<file path="config.mk">
export PLATFORM = sky130hd
export DESIGN_NAME = xorshift128_bounded_random
export DESIGN_NICKNAME = d
export VERILOG_FILES = /design/src/design/xbr_pkg.sv /design/src/design/xorshift128_bounded_random.sv
export VERILOG_INCLUDE_DIRS = /design/src /design/src/design
export SDC_FILE = /design/constraint.sdc
export NUM_CORES = 1
export LEC_CHECK = 0
export BUFFER_PORTS_ARGS = -buffer_cell sky130_fd_sc_hd__buf_2
export CAP_MARGIN = 20
export CORE_MARGIN = 4
export CORE_UTILIZATION = 61
export CTS_CLUSTER_DIAMETER = 200
export DETAILED_ROUTE_END_ITERATION = 12
export PLACE_DENSITY_LB_ADDON = 0.1
export SYNTH_ARGS = -nofsm -noshare
export SYNTH_HDL_FRONTEND = slang
export SYNTH_SLANG_ARGS = --single-unit
</file>
<file path="constraint.sdc">
create_clock -name i_clk -period 9.4 [get_ports i_clk]
set_input_delay 2.35 -clock i_clk [delete_from_list [all_inputs] [get_ports i_clk]]
set_output_delay 2.35 -clock i_clk [all_outputs]
set_load 0.02 [all_outputs]
</file>
<file path="src/design/assert_macros.svh">
// Assertion macros used by xorshift128_bounded_random.
// No dependencies; compiled out when SYNTH is defined.
`ifndef ASSERT_MACROS_SVH
`define ASSERT_MACROS_SVH

`ifndef SYNTH
`define XBR_ASSERT(lbl, clk, rst_n, prop, msg) \
    lbl: assert property (@(posedge clk) disable iff (!rst_n) (prop)) else $error(msg);
`define XBR_ASSERT_NEXT(lbl, clk, rst_n, ante, cons, msg) \
    lbl: assert property (@(posedge clk) disable iff (!rst_n) (ante) |=> (cons)) \
        else $error(msg);
`else
`define XBR_ASSERT(lbl, clk, rst_n, prop, msg)
`define XBR_ASSERT_NEXT(lbl, clk, rst_n, ante, cons, msg)
`endif

`endif

</file>
<file path="src/design/xbr_pkg.sv">
// Types and constants for the bounded xorshift128 random block.
// No dependencies.
package xbr_pkg;

    localparam int WORD_W  = 32;
    localparam int VALUE_W = 53;
    localparam int NUM_WORDS = 4;

    localparam int SHIFT_A = 11;
    localparam int SHIFT_B = 8;
    localparam int SHIFT_C = 19;

    localparam logic [WORD_W-1:0] SEED0_RST = 32'd123456789;
    localparam logic [WORD_W-1:0] SEED1_RST = 32'd362436069;
    localparam logic [WORD_W-1:0] SEED2_RST = 32'd521288629;
    localparam logic [WORD_W-1:0] SEED3_RST = 32'd88675123;

    typedef enum logic [1:0] {
        CMD_MOD    = 2'd0,
        CMD_UNIT24 = 2'd1,
        CMD_UNIT53 = 2'd2,
        CMD_RESEED = 2'd3
    } t_cmd;

    typedef enum logic [1:0] {
        ST_IDLE,
        ST_DRAW,
        ST_DIV,
        ST_FINISH
    } t_state;

    typedef struct packed {
        logic [1:0]        command;
        logic signed [31:0] limit;
    } t_in;

    typedef struct packed {
        logic [VALUE_W-1:0] value;
        logic               error;
    } t_out;

endpackage

</file>
<file path="src/design/xorshift128_bounded_random.sv">
// Bounded random-number block on an xorshift128 generator (shifts 11, 8, 19).
// Depends on xbr_pkg and assert_macros.svh.
// Usage:
//   Input channel (i_in_valid / o_in_ready / i_in_data) carries a command and
//   a signed limit. Each accepted transaction yields exactly one result on
//   the output channel (o_out_valid / i_out_ready / o_out_data).
//   One transaction is processed at a time; o_in_ready is high only while
//   the sequencer is idle.
//   States from acceptance to the edge that raises o_out_valid:
//     modulo draw: ST_DRAW, then the radix-2 restoring divider in ST_DIV,
//       then ST_FINISH; bad limit and reseed: ST_FINISH only
//     24-bit fraction: ST_DRAW, ST_FINISH; 53-bit: ST_DRAW twice, ST_FINISH
//   (one generator step per cycle). o_in_ready returns on that same edge.
//   The result sits in an output register; the next transaction is taken
//   while it waits. If the receiver stalls, a second finished result holds
//   in the finish state until the output register frees.
//   Seed registers are written through i_cfg_we / i_cfg_index / i_cfg_data
//   and take effect at the next reseed.
//   Synchronous active-low reset loads the default seeds into both the seed
//   registers and the generator state, and empties the output.
`include "assert_macros.svh"

module xorshift128_bounded_random
    import xbr_pkg::*;
(
    input  logic        i_clk,
    input  logic        i_rst_n,
    input  logic        i_in_valid,
    output logic        o_in_ready,
    input  t_in         i_in_data,
    output logic        o_out_valid,
    input  logic        i_out_ready,
    output t_out        o_out_data,
    input  logic        i_cfg_we,
    input  logic [1:0]  i_cfg_index,
    input  logic [31:0] i_cfg_data
);

    localparam logic [4:0] DIV_LAST = 5'(WORD_W - 1);

    t_state              r_state, n_state;
    logic [WORD_W-1:0]   r_gen  [NUM_WORDS];
    logic [WORD_W-1:0]   n_gen  [NUM_WORDS];
    logic [WORD_W-1:0]   r_seed [NUM_WORDS];
    logic [WORD_W-1:0]   n_seed [NUM_WORDS];
    t_cmd                r_cmd, n_cmd;
    logic [WORD_W-2:0]   r_lim, n_lim;
    logic [WORD_W-1:0]   r_first, n_first;
    logic                r_second, n_second;
    logic [WORD_W-1:0]   r_rem, n_rem;
    logic [WORD_W-1:0]   r_dvd, n_dvd;
    logic [4:0]          r_cnt, n_cnt;
    t_out                r_res, n_res;
    t_out                r_out, n_out;
    logic                r_out_valid, n_out_valid;

    logic [WORD_W-1:0]   w_draw;
    logic [WORD_W-1:0]   w_t;
    logic [WORD_W-1:0]   w_trial;
    logic                w_accept;
    logic                w_lim_bad;

    assign o_in_ready  = (r_state == ST_IDLE);
    assign o_out_valid = r_out_valid;
    assign o_out_data  = r_out;
    assign w_accept    = i_in_valid && o_in_ready;
    assign w_lim_bad   = i_in_data.limit[31] || (i_in_data.limit == '0);

    always_comb begin
        w_t    = r_gen[3];
        w_t    = w_t ^ (w_t << SHIFT_A);
        w_t    = w_t ^ (w_t >> SHIFT_B);
        w_draw = w_t ^ r_gen[0] ^ (r_gen[0] >> SHIFT_C);
    end

    assign w_trial = {r_rem[WORD_W-2:0], r_dvd[WORD_W-1]};

    always_ff @(posedge i_clk) begin
        if (!i_rst_n) begin
            r_state     <= ST_IDLE;
            r_out_valid <= 1'b0;
            r_gen[0]    <= SEED0_RST;
            r_gen[1]    <= SEED1_RST;
            r_gen[2]    <= SEED2_RST;
            r_gen[3]    <= SEED3_RST;
            r_seed[0]   <= SEED0_RST;
            r_seed[1]   <= SEED1_RST;
            r_seed[2]   <= SEED2_RST;
            r_seed[3]   <= SEED3_RST;
        end else begin
            r_state     <= n_state;
            r_out_valid <= n_out_valid;
            r_gen       <= n_gen;
            r_seed      <= n_seed;
        end
    end

    always_ff @(posedge i_clk) begin
        r_cmd    <= n_cmd;
        r_lim    <= n_lim;
        r_first  <= n_first;
        r_second <= n_second;
        r_rem    <= n_rem;
        r_dvd    <= n_dvd;
        r_cnt    <= n_cnt;
        r_res    <= n_res;
        r_out    <= n_out;
    end

    always_comb begin
        n_state     = r_state;
        n_gen       = r_gen;
        n_seed      = r_seed;
        n_cmd       = r_cmd;
        n_lim       = r_lim;
        n_first     = r_first;
        n_second    = r_second;
        n_rem       = r_rem;
        n_dvd       = r_dvd;
        n_cnt       = r_cnt;
        n_res       = r_res;
        n_out       = r_out;
        n_out_valid = r_out_valid;

        if (i_cfg_we) begin
            n_seed[i_cfg_index] = i_cfg_data;
        end

        if (r_out_valid && i_out_ready) begin
            n_out_valid = 1'b0;
        end

        case (r_state)
            ST_IDLE: begin
                if (w_accept) begin
                    n_cmd    = t_cmd'(i_in_data.command);
                    n_lim    = i_in_data.limit[WORD_W-2:0];
                    n_second = 1'b0;
                    n_res    = '0;
                    case (t_cmd'(i_in_data.command))
                        CMD_MOD: begin
                            if (w_lim_bad) begin
                                n_res.error = 1'b1;
                                n_state     = ST_FINISH;
                            end else begin
                                n_state = ST_DRAW;
                            end
                        end
                        CMD_UNIT24, CMD_UNIT53: begin
                            n_state = ST_DRAW;
                        end
                        default: begin
                            n_gen   = r_seed;
                            n_state = ST_FINISH;
                        end
                    endcase
                end
            end
            ST_DRAW: begin
                n_gen[0] = w_draw;
                n_gen[1] = r_gen[0];
                n_gen[2] = r_gen[1];
                n_gen[3] = r_gen[2];
                case (r_cmd)
                    CMD_MOD: begin
                        n_dvd   = w_draw;
                        n_rem   = '0;
                        n_cnt   = '0;
                        n_state = ST_DIV;
                    end
                    CMD_UNIT24: begin
                        n_res.value = VALUE_W'(w_draw >> 8);
                        n_state     = ST_FINISH;
                    end
                    CMD_UNIT53: begin
                        if (!r_second) begin
                            n_first  = w_draw;
                            n_second = 1'b1;
                        end else begin
                            n_res.value = {r_first[WORD_W-1:5], w_draw[WORD_W-1:6]};
                            n_state     = ST_FINISH;
                        end
                    end
                    default: begin
                        n_state = ST_FINISH;
                    end
                endcase
            end
            ST_DIV: begin
                if (w_trial >= {1'b0, r_lim}) begin
                    n_rem = w_trial - {1'b0, r_lim};
                end else begin
                    n_rem = w_trial;
                end
                n_dvd = r_dvd << 1;
                n_cnt = r_cnt + 5'd1;
                if (r_cnt == DIV_LAST) begin
                    n_res.value = VALUE_W'(n_rem);
                    n_state     = ST_FINISH;
                end
            end
            ST_FINISH: begin
                if (!r_out_valid || i_out_ready) begin
                    n_out       = r_res;
                    n_out_valid = 1'b1;
                    n_state     = ST_IDLE;
                end
            end
            default: begin
                n_state = ST_IDLE;
            end
        endcase
    end

    `XBR_ASSERT(a_div_nonzero, i_clk, i_rst_n, (r_state != ST_DIV) || (r_lim != '0), "divider running with zero limit")
    `XBR_ASSERT(a_err_zero, i_clk, i_rst_n, !(r_out_valid && r_out.error) || (r_out.value == '0), "error result with nonzero value")
    `XBR_ASSERT_NEXT(a_reseed, i_clk, i_rst_n, w_accept && (i_in_data.command == CMD_RESEED), (r_gen[0] == $past(r_seed[0])) && (r_gen[3] == $past(r_seed[3])), "reseed did not load seeds")

endmodule
</file>
# [Yosys cells after proc, flatten, opt, wreduce, memory -nomap -nowiden]
# Index checks and enable logic that the tools add are counted.
[word_totals] input_bits=73 output_inout_bits=56 register_bits=501
[op_classes] n_addsub=2 bitwise_logic=6 eq_ne=16 magnitude_cmp=3 muxes=34 n_reduce_logical=23
[op_table] cell="2-to-1 mux 128 bit" count=2
[op_table] cell="one-hot mux 128 bit (2 select lines)" count=1
[op_table] cell="one-hot mux 53 bit (3 select lines)" count=1
[op_table] cell="bitwise mux 128 bit" count=1
[op_table] cell="2-to-1 mux 53 bit" count=2
[op_table] cell="one-hot mux 53 bit (2 select lines)" count=1
[op_table] cell="2-to-1 mux 32 bit" count=3
[op_table] cell="demux 32 bit (select 2 bit)" count=1
[op_table] cell="one-hot mux 32 bit (2 select lines)" count=1
[op_table] cell="XOR 32 bit" count=2
[op_table] cell="one-hot mux 31 bit (2 select lines)" count=1
[op_table] cell="2-to-1 mux 54 bit" count=1
[op_table] cell="greater-or-equal comparator 32 x 31 -> 1 bit" count=1
[op_table] cell="logical NOT 32 bit" count=1
[op_table] cell="subtractor 32 x 31 -> 32 bit" count=1
[op_table] cell="XOR 32 x 13 -> 32 bit" count=1
[op_table] cell="XOR 32 x 24 -> 32 bit" count=1
[op_table] cell="2-to-1 mux 31 bit" count=1
[op_table] cell="2-to-1 mux 2 bit" count=5
[op_table] cell="one-hot mux 5 bit (2 select lines)" count=1
[op_table] cell="AND reduction 3 bit" count=3
[op_table] cell="== test 2 bit (second input constant)" count=4
[op_table] cell="one-hot mux 2 bit (2 select lines)" count=2
[op_table] cell="one-hot mux 2 bit (4 select lines)" count=1
[op_table] cell="other kinds (25)" count=45

# [Logic depth before layout (Yosys ltp)]
[logic_depth] word_depth=7 depth_mapped=13 depth_no_buf=11

# [Least setup slack after synthesis]
# Ideal clock, no wire load.
[synth_timing] path_kind="in2reg" from="input i_in_valid" to="register r_res[10] (netlist bit) (enable)" setup_slack_ns=2.055 arrival_ns=6.785 path_stages=3 path_buffers=0 path_cell_list="o22ai_1 > or2_2 > a311oi_1"
[synth_via] elab_chain_len=3
[synth_lines] item="start: declaration" line="xorshift128_bounded_random.sv:28" text="input logic i_in_valid,"
[synth_lines] item="logical AND 1 bit" line="xorshift128_bounded_random.sv:66" text="assign w_accept = i_in_valid && o_in_ready;"
[synth_lines] item="inequality test 2 x 1 -> 1 bit (no source line)"
[synth_lines] item="AND reduction 5 bit (no source line)"
[synth_lines] item="end signal: assignment" line="xorshift128_bounded_random.sv:106" text="r_res <= n_res;"
[synth_lines] item="end: declaration" line="xorshift128_bounded_random.sv:53" text="t_out r_res, n_res;"
# Every way passes these cells.
# A chain may end at the register's enable or synchronous reset.

# [Worst setup path after layout]
[layout_timing] from="input i_in_valid" to="register r_gen[108] (netlist bit)"
[layout_via] elab_chain_len=3
[layout_lines] item="logical AND 1 bit" line="xorshift128_bounded_random.sv:66"
[layout_lines] item="inequality test 2 x 1 -> 1 bit (no source line)"
[layout_lines] item="AND reduction 3 bit (no source line)"
[layout_lines] item="end signal: assignment" line="xorshift128_bounded_random.sv:93" text="r_gen <= n_gen;"
[layout_lines] item="end: declaration" line="xorshift128_bounded_random.sv:42" text="logic [WORD_W-1:0] r_gen [NUM_WORDS];"
# Every way passes these cells.

==> results.txt <==
The run finished with clean final reports. The run gives 0 as the remaining number of nets flagged by the antenna check after routing. 129 I/O pins were placed.

The final critical-path share of the clock period is 47.56%. The post-placement cell area was 23180 sq um. The data arrival time at the worst-slack endpoint came out at 5.00 ns.

Setup repair after global routing left no endpoint under its margin. Gates resized during post-CTS repair numbered 0. With fillers left out, the area of the finished cells amounts to 24880 sq um.

Dominant cell by count in the synthesized netlist: sky130_fd_sc_hd__nand2_1. Cells with a size suffix above 1 make up 11.50% of the layout. The share of async-settable or async-resettable flops after synthesis came out at 0%. The run gives 28.65% as the all-layer global routing usage.

After the first detailed-routing iteration, the DRC count stood at 1470. The tools report the net count of the mapped netlist as 2296. The first detailed-routing pass took 7 iterations. For the count of nets after finishing, the log shows 2357. TritonCTS built the clock tree. For the final HPWL from detailed placement, the log shows 38390 um. After synthesis, the cell types taking the most area are sky130_fd_sc_hd__edfxtp_1 32%, sky130_fd_sc_hd__dfxtp_1 23%, sky130_fd_sc_hd__nand2_1 8.3%. For the buffers inserted during post-CTS setup optimization, the log shows 0.

STA classifies the critical path startpoint as an input port. The sequential area share after synthesis is 55.19%, and the number of buffers added on ports is 128. The critical path goes through buf_2 > nand2_1 > inv_1 > buf_4 > nand3_1 > nand2_4 > buf_4 > o211ai_1 > a21boi_0. The sum of internal, switching and leakage power is 0.008454 W. In the final routed layout, each cell accounts on average for 21.02 um. The synthesized design spends more area on one cell type than any other, namely sky130_fd_sc_hd__edfxtp_1. The number of storage elements in the synthesis netlist came out at 496. After synthesis the cells add up to 22290 sq um.

For this design the ratio of total power to cell area is 339.7 nW/um^2. The number of antenna diodes in the final layout is 0. Global routing finished with a remaining overflow of 0. In the routed design, unresolved DRC markers number 0. The relative slew slack came out at 16.02%. The die covers 39660 sq um.

The tools report the number of global-route vias before repair as 15360. The synthesized design contains 237 enable-type register cells. For the number of clock sinks, the log shows 496. For this run, the slowest stage of the critical path takes 0.76 ns. The tightest min-delay check is of the reg2reg type. For the final database, setup skew stands at 0.02165 ns. For this design, the slowest cell found on the critical path is sky130_fd_sc_hd__buf_4. At the pin with the least slew margin, the transition time is 1.251 ns. Sorting the synthesized cells by how often they occur yields 490 x sky130_fd_sc_hd__nand2_1, 259 x sky130_fd_sc_hd__dfxtp_1, 237 x sky130_fd_sc_hd__edfxtp_1. Setup violations remaining at the end of the flow were counted as 0. The max-slew violation count was 0; the required arrival time at the worst endpoint was 9.93 ns. The clock period minus final worst setup slack works out to 4.470 ns. Yosys printed 0 warnings.

The congestion estimate from routability-driven global placement came to 0.9269. For this block, the routed nets add up to 57750 um of wire. The clock input transition at the sequential cells of the worst setup and hold paths is 0.06 ns, and the share of the synthesized area in the top cell type is 31.93%. The worst setup path is captured at a flop. The tools report the level count of the clock H-tree as 2. Mean area per synthesized cell: 10.20 sq um.

The critical path is of the in2reg type. On the critical path the largest part of the delay comes from buffers and inverters. Across the VDD grid, the largest voltage drop is 0.1739 mV. Hold repair after CTS inserted 0 buffers.

TritonCTS created 51 clock buffers. Dominant synthesized flop cell: sky130_fd_sc_hd__dfxtp_1. The run gives 87910 um as the first-pass GRT wire length. The run gives 62.21% as the initial core utilization. In this run the core area contains 69 standard-cell rows.

The logs give 3 for the worst-case clock buffer depth and 0.60 ns for the clock network latency to the later pin of the worst-skew pair. In this design, the critical path's most frequently occurring cell is sky130_fd_sc_hd__buf_4. The largest net degree at the start of global routing is 136. For this block, the via count after detailed routing is 16300. The largest fanout on the critical path works out to 90.

After detailed routing, the number of vias per cell comes to 5.934. The leakage power figure is 10.16 nW. The maximum clock frequency was 223.7 MHz; the max capacitance violation total was 0.

Synthesis produced a netlist whose cell count is 2185. The vertical extent of the die was 199.2 um; the final hold violation count was 0. The core footprint is 35830 sq um. Final core area utilization: 69.45%. The root buffer cell chosen for the clock tree is sky130_fd_sc_hd__clkbuf_16. Floorplan die width: 199.2 um. Adding up every negative setup slack in the final design gives 0 ns.

The logs give 1 for the initial antenna violation count and 73 for the number of distinct library cells after synthesis. The buffering stage count on the worst path with inverters included works out to 4. The area growth from synthesis to layout is 11.64%.
[sequential cells by signal, summed over array words and instances, names as in the netlist]
name / flops
r_lim: 31
r_state: 2
o_out_valid: 1
o_out_data: 54
r_res: 54
r_gen: 128
r_seed: 128
r_first: 27
r_dvd: 32
r_second: 1
r_cnt: 5
r_rem: 31
r_cmd: 2
[cells by family (layout without fill, tap and decap cells)]
kind of cell,after synthesis,count (layout),share of synthesized area (%)
and+or+nand+nor,762,762,14.53
DFF,496,496,55.19
AOI/OAI and AO/OA,425,425,13.70
buffers and inverters,211,312,3.733
muxes,129,129,5.810
xor gates and xnor gates,124,124,4.872
adders and majority gates,38,38,2.167
[final cells by class]
| type | instances | area [sq um] |
|---|---|---|
| timing repair buffer | 148 | 817.0 |
| tap | 461 | 576.8 |
| fill | 2639 | 10940 |
| inverter | 71 | 266.5 |
| sequential | 496 | 12300 |
| multi-input combinational | 1478 | 9244 |
| clock inverter | 15 | 113.9 |
| clock buffer | 78 | 1564 |
[worst reg2reg max path: cells and delay by family, from the launching register on]
kind / cells / cell delay [ns]
compound gates: 2 / 0.98
flops: 1 / 0.46
fa+ha+maj: 1 / 0.19
buf+inv: 5 / 1.69
simple gates: 1 / 0.33
[worst paths after layout]
| check | start | endpoint | slack [ns] | cells past startpoint |
|---|---|---|---|---|
| worst max register to register | r_state[0] | r_res[39] | 5.36 | 9 |
| worst min-delay path | r_res[38] | o_out_data[38] | 0.42 | 0 |
| worst min register to register | r_res[38] | o_out_data[38] | 0.42 | 0 |
| worst max-delay path | i_in_valid | r_gen[108] | 4.93 | 9 |
[where the power goes]
part	switching, W	leakage (nW)	internal [W]
registers	0.000307	4.37	0.00298
logic	0.00207	4.96	0.00108
clock network	0.000837	0.830	0.00117
[metal layers]
metal / up-vias / GRT usage (%) / routed length (um)
met4: 2 / 9.144 / 1702
met3: 103 / 4.755 / 3860
met5: - / 0 / 13
li1: 7734 / - / -
met1: 7889 / 39.34 / 24650
met2: 572 / 46.99 / 27520
[cell usage in the layout (no fill, tap or decap), types with 69 or more instances in the layout]
| cell type | Yosys | routed |
|---|---|---|
| sky130_fd_sc_hd__nand2_1 | 490 | 489 |
| sky130_fd_sc_hd__o21ai_0 | 110 | 109 |
| sky130_fd_sc_hd__xnor2_1 | 94 | 94 |
| sky130_fd_sc_hd__edfxtp_1 | 237 | 237 |
| sky130_fd_sc_hd__buf_2 | 11 | 127 |
| sky130_fd_sc_hd__mux2i_1 | 126 | 126 |
| sky130_fd_sc_hd__dfxtp_1 | 259 | 259 |
| sky130_fd_sc_hd__inv_1 | 69 | 69 |
| sky130_fd_sc_hd__nand3_1 | 74 | 73 |
| sky130_fd_sc_hd__nor2_1 | 94 | 91 |
| sky130_fd_sc_hd__a21boi_0 | 71 | 71 |
[metrics by stage]
| step | std cells | setup WS, ns | hold WS, ns |
|---|---|---|---|
| finish | 2747 | 4.930 | 0.4181 |
| global route | 2747 | 4.692 | 0.4236 |
| floorplan | 2185 | 2.055 | 0.4003 |
| CTS | 2746 | 4.922 | 0.4190 |
| detailed placement | 2653 | 4.321 | 0.4045 |
| global placement | 2653 | 4.431 | 0.4019 |
(Power assumes the default switching activity.)
